`src/design/tfdb_pkg.sv`:
```
// Package for the timestamped frame descriptor buffer.
// Holds the beat structs, operation, status and configuration index codes, and the sequencer state type.
// No dependencies.
package tfdb_pkg;

    localparam int unsigned TimeW = 63;

    typedef enum logic [2:0] {
        FUNC_ADD     = 3'd0,
        FUNC_NEAREST = 3'd1,
        FUNC_INDEX   = 3'd2,
        FUNC_LATEST  = 3'd3,
        FUNC_POP     = 3'd4,
        FUNC_CLEAR   = 3'd5
    } t_func;

    typedef enum logic [1:0] {
        ST_OK      = 2'd0,
        ST_SKIPPED = 2'd1,
        ST_EMPTY   = 2'd2,
        ST_NONE    = 2'd3
    } t_status;

    typedef enum logic [0:0] {
        CFG_MAX_ENTRIES = 1'd0,
        CFG_INTERVAL    = 1'd1
    } t_cfg_idx;

    typedef struct packed {
        logic [2:0]       func;
        logic [TimeW-1:0] now_ns;
        logic [TimeW-1:0] frame_time_ns;
        logic [31:0]      frame_handle;
        logic [15:0]      frame_width;
        logic [15:0]      frame_height;
        logic [11:0]      frame_type;
        logic [15:0]      frame_rate_q8;
        logic [TimeW-1:0] query_time_ns;
        logic [7:0]       query_index;
    } t_in_beat;

    typedef struct packed {
        logic [1:0]       status;
        logic [TimeW-1:0] out_time_ns;
        logic [31:0]      out_handle;
        logic [15:0]      out_width;
        logic [15:0]      out_height;
        logic [11:0]      out_type;
        logic [15:0]      out_rate_q8;
        logic [4:0]       entry_count;
    } t_out_beat;

    // Classified command handed from the front end to the back end.
    typedef struct packed {
        t_in_beat beat;
        logic     size_bad;
    } t_cmd;

    typedef enum logic [2:0] {
        S_IDLE,
        S_SCAN,
        S_READ,
        S_WAIT,
        S_EMIT
    } t_state;

endpackage

```
`src/design/tfdb_front.sv`:
```
// Front end: accepts input beats, flags empty frames, and queues commands.
// Depends on tfdb_pkg.
module tfdb_front (
    input  logic              i_clk,
    input  logic              i_rst_n,
    input  logic              i_valid,
    output logic              o_stall,
    input  tfdb_pkg::t_in_beat i_beat,
    output logic              o_cmd_valid,
    input  logic              i_cmd_take,
    output tfdb_pkg::t_cmd    o_cmd
);
    import tfdb_pkg::*;

    // Two-entry queue.
    t_cmd       r_q [2];
    logic       r_wp, r_rp;
    logic [1:0] r_cnt;
    logic       push, pop;

    assign o_stall     = (r_cnt == 2'd2);
    assign push        = i_valid && !o_stall;
    assign o_cmd_valid = (r_cnt != 2'd0);
    assign pop         = o_cmd_valid && i_cmd_take;
    assign o_cmd       = r_q[r_rp];

    always_ff @(posedge i_clk) begin
        if (!i_rst_n) begin
            r_wp <= 1'b0;
            r_rp <= 1'b0;
            r_cnt <= 2'd0;
        end else begin
            if (push) r_wp <= ~r_wp;
            if (pop) r_rp <= ~r_rp;
            r_cnt <= r_cnt + {1'b0, push} - {1'b0, pop};
        end
    end

    always_ff @(posedge i_clk) begin
        if (push) begin
            r_q[r_wp].beat     <= i_beat;
            r_q[r_wp].size_bad <= (i_beat.frame_width == '0) || (i_beat.frame_height == '0);
        end
    end

    property p_no_overflow;
        @(posedge i_clk) disable iff (!i_rst_n) r_cnt != 2'd3;
    endproperty
    assert property (p_no_overflow) else $error("front queue count out of range");

    property p_pop_nonempty;
        @(posedge i_clk) disable iff (!i_rst_n) pop |-> r_cnt != 2'd0;
    endproperty
    assert property (p_pop_nonempty) else $error("pop from empty front queue");

    property p_full_stalls;
        @(posedge i_clk) disable iff (!i_rst_n) (r_cnt == 2'd2) |-> !push;
    endproperty
    assert property (p_full_stalls) else $error("push into full front queue");

endmodule

```
`src/design/tfdb_back.sv`:
```
// Back end: descriptor memory, ring pointers, add gate, nearest search, result register.
// Depends on tfdb_pkg.
module tfdb_back #(
    parameter int unsigned DEPTH = 16
) (
    input  logic               i_clk,
    input  logic               i_rst_n,
    input  logic               i_cmd_valid,
    output logic               o_cmd_take,
    input  tfdb_pkg::t_cmd     i_cmd,
    input  logic [4:0]         i_max_entries,
    input  logic [31:0]        i_interval,
    output logic               o_valid,
    input  logic               i_stall,
    output tfdb_pkg::t_out_beat o_beat
);
    import tfdb_pkg::*;

    localparam int unsigned AW = (DEPTH > 1) ? $clog2(DEPTH) : 1;
    localparam int unsigned CW = $clog2(DEPTH + 1);

    // Descriptor memory: time, handle, size, type/rate.
    logic [TimeW-1:0] r_tmem [DEPTH];
    logic [31:0]      r_hmem [DEPTH];
    logic [31:0]      r_smem [DEPTH];
    logic [27:0]      r_rmem [DEPTH];

    t_state           r_state, n_state;
    t_cmd             r_cmd, n_cmd;
    logic [AW-1:0]    r_oldest, n_oldest;
    logic [CW-1:0]    r_count, n_count;
    logic [TimeW-1:0] r_last, n_last;
    logic             r_any, n_any;
    logic [CW-1:0]    r_pos, n_pos;
    logic [CW-1:0]    r_best_pos, n_best_pos;
    logic [TimeW-1:0] r_best, n_best;
    logic [1:0]       r_status, n_status;
    logic             r_hit, n_hit;
    logic [AW-1:0]    r_slot, n_slot;
    logic [TimeW-1:0] r_rd_t;
    logic [31:0]      r_rd_h, r_rd_s;
    logic [27:0]      r_rd_r;
    logic             r_ovalid, n_ovalid;
    t_out_beat        r_out, n_out;

    logic             wr_en;
    logic [AW-1:0]    wr_slot;
    logic [AW-1:0]    rd_addr;
    logic [CW-1:0]    limit;
    logic [TimeW:0]   elapsed;
    logic [TimeW-1:0] diff;
    logic [TimeW-1:0] qt;

    function automatic logic [AW-1:0] slot_at(input logic [AW-1:0] base,
                                              input logic [CW-1:0] pos);
        logic [AW:0] s;
        logic [AW:0] p;
        s = {1'b0, base} + {1'b0, pos[AW-1:0]};
        p = (CW > AW) ? {pos[CW-1], {AW{1'b0}}} : '0;
        s = s + p;
        if (s >= (AW+1)'(DEPTH)) s = s - (AW+1)'(DEPTH);
        return s[AW-1:0];
    endfunction

    assign limit = (i_max_entries == 5'd0) ? CW'(1)
                 : ((32'(i_max_entries) > DEPTH) ? CW'(DEPTH) : CW'(i_max_entries));
    assign elapsed = {1'b0, r_cmd.beat.now_ns} - {1'b0, r_last};
    assign qt = r_cmd.beat.query_time_ns;
    assign diff = (r_rd_t >= qt) ? (r_rd_t - qt) : (qt - r_rd_t);

    assign o_valid = r_ovalid;
    assign o_beat  = r_out;

    always_ff @(posedge i_clk) begin
        if (!i_rst_n) begin
            r_state  <= S_IDLE;
            r_oldest <= '0;
            r_count  <= '0;
            r_last   <= '0;
            r_any    <= 1'b0;
            r_ovalid <= 1'b0;
        end else begin
            r_state  <= n_state;
            r_oldest <= n_oldest;
            r_count  <= n_count;
            r_last   <= n_last;
            r_any    <= n_any;
            r_ovalid <= n_ovalid;
        end
        r_cmd      <= n_cmd;
        r_pos      <= n_pos;
        r_best_pos <= n_best_pos;
        r_best     <= n_best;
        r_status   <= n_status;
        r_hit      <= n_hit;
        r_slot     <= n_slot;
        r_out      <= n_out;
    end

    always_ff @(posedge i_clk) begin
        if (wr_en) begin
            r_tmem[wr_slot] <= r_cmd.beat.frame_time_ns;
            r_hmem[wr_slot] <= r_cmd.beat.frame_handle;
            r_smem[wr_slot] <= {r_cmd.beat.frame_width, r_cmd.beat.frame_height};
            r_rmem[wr_slot] <= {r_cmd.beat.frame_type, r_cmd.beat.frame_rate_q8};
        end
        r_rd_t <= r_tmem[rd_addr];
        r_rd_h <= r_hmem[rd_addr];
        r_rd_s <= r_smem[rd_addr];
        r_rd_r <= r_rmem[rd_addr];
    end

    always_comb begin
        logic [CW:0] cnt;
        logic [AW-1:0] old;
        n_state    = r_state;
        n_cmd      = r_cmd;
        n_oldest   = r_oldest;
        n_count    = r_count;
        n_last     = r_last;
        n_any      = r_any;
        n_pos      = r_pos;
        n_best_pos = r_best_pos;
        n_best     = r_best;
        n_status   = r_status;
        n_hit      = r_hit;
        n_slot     = r_slot;
        n_ovalid   = r_ovalid && i_stall;
        n_out      = r_out;
        o_cmd_take = 1'b0;
        wr_en      = 1'b0;
        wr_slot    = slot_at(r_oldest, r_count);
        rd_addr    = r_slot;
        cnt        = '0;
        old        = r_oldest;
        case (r_state)
            S_IDLE: begin
                if (i_cmd_valid) begin
                    o_cmd_take = 1'b1;
                    n_cmd      = i_cmd;
                    n_pos      = '0;
                    n_state    = S_SCAN;
                end
            end
            S_SCAN: begin
                // Classify and perform the state update.
                n_hit    = 1'b0;
                n_status = ST_NONE;
                n_state  = S_READ;
                case (r_cmd.beat.func)
                    FUNC_ADD: begin
                        if (r_cmd.size_bad) begin
                            n_status = ST_EMPTY;
                        end else if (r_any && (elapsed[TimeW] ||
                                     elapsed[TimeW-1:0] < {31'd0, i_interval})) begin
                            n_status = ST_SKIPPED;
                        end else begin
                            cnt = {1'b0, r_count};
                            if (r_count >= CW'(DEPTH)) begin
                                old = slot_at(old, CW'(1));
                                cnt = cnt - 1'b1;
                            end
                            wr_slot = slot_at(old, cnt[CW-1:0]);
                            wr_en   = 1'b1;
                            cnt     = cnt + 1'b1;
                            // Drop oldest beyond the limit in one step.
                            if (cnt > {1'b0, limit}) begin
                                old = slot_at(old, CW'(cnt - {1'b0, limit}));
                                cnt = {1'b0, limit};
                            end
                            n_oldest = old;
                            n_count  = cnt[CW-1:0];
                            n_last   = r_cmd.beat.now_ns;
                            n_any    = 1'b1;
                            n_status = ST_OK;
                            n_hit    = 1'b1;
                            n_slot   = wr_slot;
                        end
                    end
                    FUNC_NEAREST: begin
                        if (r_count != '0) begin
                            n_status   = ST_OK;
                            n_hit      = 1'b1;
                            n_best_pos = '0;
                            n_pos      = '0;
                            n_slot     = r_oldest;
                            rd_addr    = r_oldest;
                            n_state    = S_WAIT;
                        end
                    end
                    FUNC_INDEX: begin
                        if ({1'b0, r_cmd.beat.query_index} < 9'(r_count)) begin
                            n_status = ST_OK;
                            n_hit    = 1'b1;
                            n_slot   = slot_at(r_oldest, CW'(r_cmd.beat.query_index));
                        end
                    end
                    FUNC_LATEST: begin
                        if (r_count != '0) begin
                            n_status = ST_OK;
                            n_hit    = 1'b1;
                            n_slot   = slot_at(r_oldest, r_count - 1'b1);
                        end
                    end
                    FUNC_POP: begin
                        if (r_count != '0 && r_count >= limit) begin
                            n_status = ST_OK;
                            n_hit    = 1'b1;
                            n_slot   = r_oldest;
                            n_oldest = slot_at(r_oldest, CW'(1));
                            n_count  = r_count - 1'b1;
                        end
                    end
                    FUNC_CLEAR: begin
                        n_status = ST_OK;
                        n_count  = '0;
                        n_oldest = '0;
                    end
                    default: n_status = ST_NONE;
                endcase
            end
            S_WAIT: begin
                // r_rd_t holds the time of entry r_pos; compare and fetch the next.
                if (r_pos == '0 || diff < r_best) begin
                    n_best     = diff;
                    n_best_pos = r_pos;
                end
                if (r_pos + 1'b1 < r_count) begin
                    n_pos   = r_pos + 1'b1;
                    n_slot  = slot_at(r_oldest, r_pos + 1'b1);
                    rd_addr = n_slot;
                end else begin
                    n_slot  = slot_at(r_oldest,
                              (r_pos == '0 || diff < r_best) ? r_pos : r_best_pos);
                    n_state = S_READ;
                end
            end
            S_READ: begin
                rd_addr = r_slot;
                n_state = S_EMIT;
            end
            S_EMIT: begin
                if (!r_ovalid || !i_stall) begin
                    n_ovalid          = 1'b1;
                    n_out.status      = r_status;
                    n_out.out_time_ns = r_hit ? r_rd_t : '0;
                    n_out.out_handle  = r_hit ? r_rd_h : '0;
                    n_out.out_width   = r_hit ? r_rd_s[31:16] : '0;
                    n_out.out_height  = r_hit ? r_rd_s[15:0] : '0;
                    n_out.out_type    = r_hit ? r_rd_r[27:16] : '0;
                    n_out.out_rate_q8 = r_hit ? r_rd_r[15:0] : '0;
                    n_out.entry_count = 5'(r_count);
                    n_state           = S_IDLE;
                end
            end
            default: n_state = S_IDLE;
        endcase
    end

    property p_count_bound;
        @(posedge i_clk) disable iff (!i_rst_n) r_count <= CW'(DEPTH);
    endproperty
    assert property (p_count_bound) else $error("held count above depth");

    property p_take_idle;
        @(posedge i_clk) disable iff (!i_rst_n) o_cmd_take |-> r_state == S_IDLE;
    endproperty
    assert property (p_take_idle) else $error("command taken while busy");

    property p_out_hold;
        @(posedge i_clk) disable iff (!i_rst_n)
            (r_ovalid && i_stall) |=> (r_ovalid && $stable(r_out));
    endproperty
    assert property (p_out_hold) else $error("stalled result changed");

endmodule

```
`src/design/timestamped_frame_descriptor_buffer.sv`:
```
// Top level of the timestamped frame descriptor buffer.
// Instantiates tfdb_front and tfdb_back and holds the configuration registers; uses tfdb_pkg.
//
//  Channel   Direction  Handshake              Payload
//  input     in         i_valid / o_stall      i_in_beat  (t_in_beat)
//  output    out        o_valid / i_stall      o_out_beat (t_out_beat)
//  config    in         i_cfg_we               i_cfg_index, i_cfg_data
//
// Each beat passes the back end states IDLE, SCAN, READ and EMIT; a nearest
// search walks the held entries in WAIT, as the time memory read port yields
// one stored timestamp per cycle. The front queue holds two beats, so input is
// taken while the back end works. Reset is synchronous and active low; it empties
// the queue, clears the add gate and sets max_entries to 16 and the interval to
// 33333333 ns. Stored descriptors are not cleared. A stalled result stays in the
// output register while the next beat is already in progress.
module timestamped_frame_descriptor_buffer #(
    parameter int unsigned DEPTH = 16
) (
    input  logic                i_clk,
    input  logic                i_rst_n,
    input  logic                i_valid,
    output logic                o_stall,
    input  tfdb_pkg::t_in_beat  i_in_beat,
    output logic                o_valid,
    input  logic                i_stall,
    output tfdb_pkg::t_out_beat o_out_beat,
    input  logic                i_cfg_we,
    input  logic                i_cfg_index,
    input  logic [31:0]         i_cfg_data
);
    import tfdb_pkg::*;

    logic [4:0]  r_max_entries;
    logic [31:0] r_interval;
    logic        cmd_valid, cmd_take;
    t_cmd        cmd;

    // Configuration registers; the user must write only while the block is idle (unenforced).
    always_ff @(posedge i_clk) begin
        if (!i_rst_n) begin
            r_max_entries <= 5'd16;
            r_interval    <= 32'd33333333;
        end else if (i_cfg_we) begin
            if (i_cfg_index == CFG_MAX_ENTRIES) r_max_entries <= i_cfg_data[4:0];
            else                                r_interval    <= i_cfg_data;
        end
    end

    tfdb_front u_front (
        .i_clk       (i_clk),
        .i_rst_n     (i_rst_n),
        .i_valid     (i_valid),
        .o_stall     (o_stall),
        .i_beat      (i_in_beat),
        .o_cmd_valid (cmd_valid),
        .i_cmd_take  (cmd_take),
        .o_cmd       (cmd)
    );

    tfdb_back #(.DEPTH(DEPTH)) u_back (
        .i_clk         (i_clk),
        .i_rst_n       (i_rst_n),
        .i_cmd_valid   (cmd_valid),
        .o_cmd_take    (cmd_take),
        .i_cmd         (cmd),
        .i_max_entries (r_max_entries),
        .i_interval    (r_interval),
        .o_valid       (o_valid),
        .i_stall       (i_stall),
        .o_beat        (o_out_beat)
    );

endmodule

```
`config.mk`:
```
export PLATFORM = sky130hd
export DESIGN_NAME = timestamped_frame_descriptor_buffer
export DESIGN_NICKNAME = d
export VERILOG_FILES = /design/src/design/tfdb_pkg.sv /design/src/design/tfdb_front.sv /design/src/design/tfdb_back.sv /design/src/design/timestamped_frame_descriptor_buffer.sv
export SDC_FILE = /design/constraint.sdc
export NUM_CORES = 2
export LEC_CHECK = 0
export ABC_AREA = 1
export BUFFER_PORTS_ARGS = -buffer_cell sky130_fd_sc_hd__buf_4
export CORE_MARGIN = 5
export CORE_UTILIZATION = 40
export DETAILED_ROUTE_END_ITERATION = 16
export PLACE_DENSITY = 0.62
export SLEW_MARGIN = 25
export SYNTH_ARGS = -nofsm -noshare
export SYNTH_HDL_FRONTEND = slang
export SYNTH_SLANG_ARGS = --single-unit
```
`constraint.sdc`:
```
create_clock -name i_clk -period 16.4 [get_ports i_clk]
set_input_delay 3.28 -clock i_clk [delete_from_list [all_inputs] [get_ports i_clk]]
set_output_delay 3.28 -clock i_clk [all_outputs]
set_load 0.005 [all_outputs]
```
* Word level (Yosys, flattened, before mapping) *
Memory sizes are Yosys's and may differ from the RTL's. A register that Yosys moved wholly into a read port is not among the register bits.
Index checks and enable logic that the tools add are counted.

storage, ports and cells
  register bits after elaboration = 360
  RAM bits = 3,066
  logic and storage cells = 227
  memories kept = 5

memories
  memory         words  bits a word  read ports  clocked after memory_dff  write ports  RTL line          RTL
  u_back.r_tmem  16     63           1           1                         1            tfdb_back.sv:23   logic [TimeW-1:0] r_tmem [DEPTH];
  u_front.r_q    2      293          1           1                         1            tfdb_front.sv:16  t_cmd r_q [2];
  u_back.r_hmem  16     32           1           1                         1            tfdb_back.sv:24   logic [31:0] r_hmem [DEPTH];
  u_back.r_smem  16     32           1           1                         1            tfdb_back.sv:25   logic [31:0] r_smem [DEPTH];
  u_back.r_rmem  16     28           1           1                         1            tfdb_back.sv:26   logic [27:0] r_rmem [DEPTH];

cells by class
  $add $sub $neg = 33
  order comparisons = 17
  equality and inequality tests = 25
  mux-type cells = 82
  bitwise operators = 5
  reductions and logical operators = 35

operators by type and width
  cell                                                 count
  subtractor 63 bit                                    2
  two-way mux 4 bit                                    30
  subtractor 63 x 63 -> 64 bit                         1
  >= comparator 63 bit                                 1
  less-than comparator 63 x 32 -> 1 bit                1
  less-than comparator 63 bit                          1
  two-way mux 63 bit                                   1
  two-way mux 5 bit                                    11
  >= comparator 5 bit, second input constant           9
  adder 4 x 4 -> 5 bit                                 7
  adder 5 bit                                          7
  logical NOT 16 bit                                   2
  subtractor 4 x 1 -> 4 bit, second input constant     8
  two-way mux 6 bit                                    5
  case mux 5 bit (3 select lines)                      2
  case mux 4 bit (5 select lines)                      1
  two-way mux 1 bit                                    17
  case mux 4 bit (2 select lines)                      2
  case mux 3 bit (5 select lines)                      1
  equality test 3 x 2 -> 1 bit, second input constant  4
  two-way mux 3 bit                                    4
  case mux 4 bit (3 select lines)                      1
  logical NOT 5 bit                                    2
  != test 2 bit, second input constant                 5
  38 further kinds                                     72

* Logic depth before layout (Yosys ltp) *
  depth in word-level cells = 18
  mapped depth = 41
  mapped depth without buffers = 40

* Cells and area by module *
Synthesis repeated with hierarchy kept, for this count alone.

second synthesis, totals
  cells, all modules = 12,542
  area, all modules = 162,811.1 µm²

modules (own cells, without submodules)
  module                               times used  cells each  area each (µm²)
  tfdb_back                            1           11,392      138,810.6
  tfdb_front                           1           979         22,679.3
  timestamped_frame_descriptor_buffer  1           171         1,321.3

* Worst setup path before layout *
No wires, ideal clock.

  path kind = reg-to-reg
  start point = register u_back.r_state[1]
  end point = register u_front.r_cnt[1]
  library setup time = 70 ps
  data arrival time = 17,131 ps
  data required time = 16,330 ps
  path slack = -801 ps
  cell stages (with the launch flop) = 10
  buffers on the path = 0
  clock period less this slack = 17,201 ps
  cells stage by stage = dfxtp_1 -> nor2_1 -> nand2_1 -> a21oi_1 -> ha_1 -> inv_1 -> ha_1 -> xor2_1 -> o21ai_0 -> a21oi_1

on the way
  cells in the longest elaborated chain, start to end = 4

ends and longest elaborated chain
  what                       RTL line                                   RTL
  from (decl)                tfdb_back.sv:28                            t_state r_state, n_state;
  from (signal assigned)     tfdb_back.sv:83                            r_state <= n_state;
  logical NOT 3 bit          tfdb_back.sv:136                           case (r_state)
  two-way mux 1 bit          tfdb_back.sv:136
  net cmd_take               timestamped_frame_descriptor_buffer.sv:35  logic cmd_valid, cmd_take;
  logical AND 1 bit          tfdb_front.sv:24                           assign pop = o_cmd_valid && i_cmd_take;
  subtractor 2 x 1 -> 2 bit  tfdb_front.sv:35                           r_cnt <= r_cnt + {1'b0, push} - {1'b0, pop};
  to (signal assigned)       tfdb_front.sv:35
  to (decl)                  tfdb_front.sv:18                           logic [1:0] r_cnt;

The timed path passes the listed nets, and every way through them passes these cells.
A chain may end at the register's enable or synchronous reset.

* Worst setup path after layout *
  start point = register u_back.r_cmd[227] (netlist bit)
  end point = memory u_back.r_hmem[4][21] (enable)

on the way
  cells in the longest elaborated chain, start to end = 10
  elaborated cells between the ends (all ways) = 14
  classes of those cells = 1 x add/sub; 1 x order compare; 10 x mux; 2 x reduce/logical

ends and longest elaborated chain
  what                                     RTL line          RTL
  from (decl)                              tfdb_back.sv:29   t_cmd r_cmd, n_cmd;
  from (signal assigned)                   tfdb_back.sv:90   r_cmd <= n_cmd;
  subtractor 63 x 63 -> 64 bit *           tfdb_back.sv:67   assign elapsed = {1'b0, r_cmd.beat.now_ns} - {1'b0, r_last};
  less-than comparator 63 x 32 -> 1 bit    tfdb_back.sv:155  elapsed[TimeW-1:0] < {31'd0, i_interval})) begin
  logical OR 1 bit *                       tfdb_back.sv:154  end else if (r_any && (elapsed[TimeW] ||
  logical AND 1 bit *                      tfdb_back.sv:154
  two-way mux 1 bit                        tfdb_back.sv:154
  two-way mux 1 bit                        tfdb_back.sv:152  if (r_cmd.size_bad) begin
  two-way mux 1 bit                        tfdb_back.sv:150  case (r_cmd.beat.func)
  two-way mux 1 bit                        tfdb_back.sv:136
  two-way mux 1 bit                        tfdb_back.sv:101  if (wr_en) begin
  two-way mux 1 bit (not written as such)  tfdb_back.sv:103  r_hmem[wr_slot] <= r_cmd.beat.frame_handle;
  to (decl)                                tfdb_back.sv:24

Every way passes the cells marked *; elsewhere a longest branch is shown, timed or not.

==> flow_metrics.py <==
metrics = {
    "detailed_routing": {
        "finalWirelength_um": 435000,
        "drtIter0Drc": 10100,
        "viasPerCell": 5.32,
        "antenna_left": 0,
        "via_count": 104000,
        "firstDrtPassIters": 6,
        "wl_per_cell_um": 22.3,
        "drc": 0,
    },
    "global_routing": {
        "grtUsageMet3_pct": 2.71,
        "grt_max_degree": 205,
        "met2_usage_pct": 32.6,
        "grt_overflow": 0,
        "grt_pass1_vias": 99900,
        "use_met1_pct": 28.7,
        "track_usage_pct": 20.2,
        "top_usage_layer": "met2",
        "antenna_found_initial": 23,
        "grt_pass1_wl_um": 645000,
    },
    "cells_and_area": {
        "fin_area_mm2": 0.183,
        "fillers": 36100,
        "layout-drive-gt1-share_pct": 9.75,
        "area_delta_synth_final_pct": 14.0,
        "fin_nets": 14500,
    },
    "clock_tree": {
        "cts_max_path_buffers": 4,
        "clkTransAtPathRegs_ns": 0.06,
        "htree_levels": 5,
        "clk_latency_ns": 0.97,
        "tritoncts": "yes",
        "cts.sinks": 3873,
        "cts_buffers": 404,
        "cts-resized-gates": 0,
        "cts-root-buf": "clkbuf_16",
        "cts_setup_buffers": 0,
        "ctsHoldBuffers": 0,
    },
    "place": {
        "portBuffers": 493,
        "place_congestion": 0.971,
        "place_worst_setup_slack_ns": 7.73,
        "hpwl_um": 265000,
        "dpl_cell_area_mm2": 0.170,
    },
    "sta": {
        "hold-worst-slack_ns": 0.459,
        "maxSlewViolCount": 0,
        "fin_crit_ns": 8.67,
        "hold_violations": 0,
        "setup_viol": 0,
        "finalClockSkew_ns": 0.0580,
        "rsz0062_at_grt": "false",
        "slew_headroom_pct": 18.2,
        "tightest_slew_ns": 1.23,
        "fin_setup_tns_ns": 0,
        "layout_worst_path_cycle_share_pct": 52.9,
        "max_freq_mhz": 115,
        "setup_ws_ns": 7.73,
    },
    "synth": {
        "yosys_most_used_dff": "edfxtp_1",
        "synth_seq_area_share_pct": 70.6,
        "ys_ff_latch": 3873,
        "ys_async_sr_fraction_pct": 0,
        "syn-num-nets": 14100,
        "synth_area_leader_cell": "edfxtp_1",
        "yosys_warnings": 0,
        "synth_area_leaders": "edfxtp_1 67%, nor2_1 5.3%, nand2_1 4.6%",
        "ys_top_cells_by_count": "3600 x edfxtp_1, 2286 x nor2_1, 1967 x nand2_1",
        "synth.most_common_cell": "edfxtp_1",
        "syn_inst": 13400,
        "synth_cell_types": 64,
        "synth_edf_count": 3600,
        "syn_avg_cell_area_um2": 12.0,
        "netlist_area_mm2": 0.161,
        "synth_top_area_share_pct": 67.2,
    },
    "floorplanning": {
        "die-area_mm2": 0.415,
        "fp-row-count": 233,
        "ios": 494,
        "coreArea_mm2": 0.402,
        "dieHeight_um": 644,
        "die_x_um": 644,
        "start_util_pct": 40.1,
    },
    "power": {
        "peakVddDrop_mv": 0.215,
        "p_leak_nw": 67.4,
        "pwr_density_cell_mw_per_mm2": 214,
    },
    "worst_setup_path": {
        "worst_setup_path_end_kind": "flop",
        "crit_family": "simple AND/OR/NAND/NOR gates",
        "cp_slowest_cell": "buf_4",
        "cp_common_cell": "nand3_1",
        "rrSetupSlack_ns": 7.73,
        "r2r_cells": 29,
        "crit_type": "reg -> reg",
        "crit_required_ns": 16.94,
        "critPathBufInv": 7,
        "crit_path_start_kind": "flop",
        "max_stage_delay_ns": 0.82,
        "cp.depth": 29,
        "cp.arrival_ns": 9.21,
        "worstPathMaxFanout": 67,
    },
    "flow_run": {
        "drv_cap": 0,
    },
    "worst_hold_path": {
        "whs_path_depth": 2,
        "min_path_type": "reg -> reg",
    },
    "status": {
        "status": "finished, final reports clean",
    },
}
-- metal layers --
layer / share of wire [%] / routed length, um
met4: 2.9 / 12600
met2: 46 / 202000
met1: 45 / 195000
met3: 5.9 / 25500
met5: 0.011 / 47
-- worst min-delay path, delay by kind of cell (launching register included) --
kind | cells | cell delay, ns
AO/OA/AOI/OAI | 1 | 0.06
buffers and inverters | 1 | 0.06
flip-flops | 1 | 0.29
-- logic make-up after synthesis --
group	Yosys count	share of synthesized area, %
simple gates	4506	10.8
mux	79	0.491
flops	3873	70.6
compound gates	2688	10.3
fa+ha+maj	338	2.68
buf+inv	1809	4.42
xor+xnor	126	0.686
-- power by group --
part | total (mW) | switching, mW | internal (mW)
Clock | 9.15 | 3.89 | 5.26
Combinational | 15.9 | 11.3 | 4.63
Sequential | 14.2 | 1.21 | 13.0
Total | 39.3 | 16.4 | 22.9
-- placed cells by master (no fill, tap or decap), types with 51 or more instances in the layout --
cell type     n
o21ai_1     180
o221ai_1     51
xor2_1       81
ha_1        327
o32ai_1     524
a21oi_1     439
o22ai_1     179
inv_1      1148
clkinv_1     65
o21ai_0    1060
clkinv_2     73
clkbuf_1     88
dfxtp_1     272
clkbuf_16   406
nand2_1    1966
buf_4       634
nand3_1     101
nor2_1     2267
mux2i_1      79
edfxtp_1   3600
-- worst paths after layout --
path                                       start                              to
hold / removal    u_back.r_last[62]$_SDFFE_PN0P_  u_back.r_last[62]$_SDFFE_PN0P_
setup / recovery     u_back.r_cmd[227]$_DFFE_PP_  u_back.r_hmem[4][21]$_DFFE_PP_
hold reg to reg   u_back.r_last[62]$_SDFFE_PN0P_  u_back.r_last[62]$_SDFFE_PN0P_
setup reg to reg     u_back.r_cmd[227]$_DFFE_PP_  u_back.r_hmem[4][21]$_DFFE_PP_
-- state kept, by name (all words and copies together), names as in the netlist, 5 cells and up --
name            flops
u_back.r_hmem     512
u_back.r_tmem    1008
u_back.r_rmem     448
u_back.r_rd_s      32
u_back.r_rd_r      28
u_back.r_count      5
u_front.r_q       586
u_back.r_cmd      230
u_back.r_last      63
u_back.o_beat     162
r_interval         32
r_max_entries       5
u_back.r_pos        5
u_back.r_smem     512
u_back.r_rd_t      63
u_back.r_rd_h      32
u_back.r_best      63
u_back.qt          63
-- through the flow --
step           utilization [%]  power (mW)  cells
2_1_floorplan                -        24.5  13400
3_3_place_gp              42.3        30.1  18700
3_5_place_dp              42.3        30.2  18700
4_1_cts                   45.6        39.4  19500
5_1_grt                   45.7        41.7  19500
6_report                  45.7        39.3  19500
-- final cells by class --
type / instances / area (um2) / share of cell area (%)
Sequential cell: 3873 / 114000 / 61.9
Multi-Input combinational cell: 7737 / 40500 / 22.1
Clock buffer: 524 / 10900 / 5.94
Tap cell: 5287 / 6620 / 3.61
Timing Repair Buffer: 648 / 5040 / 2.75
Inverter: 1168 / 4410 / 2.41
Clock inverter: 228 / 2400 / 1.31
Antenna cell: 13 / 32.5 / 0.0177
Power figures use the tool's default switching activity.
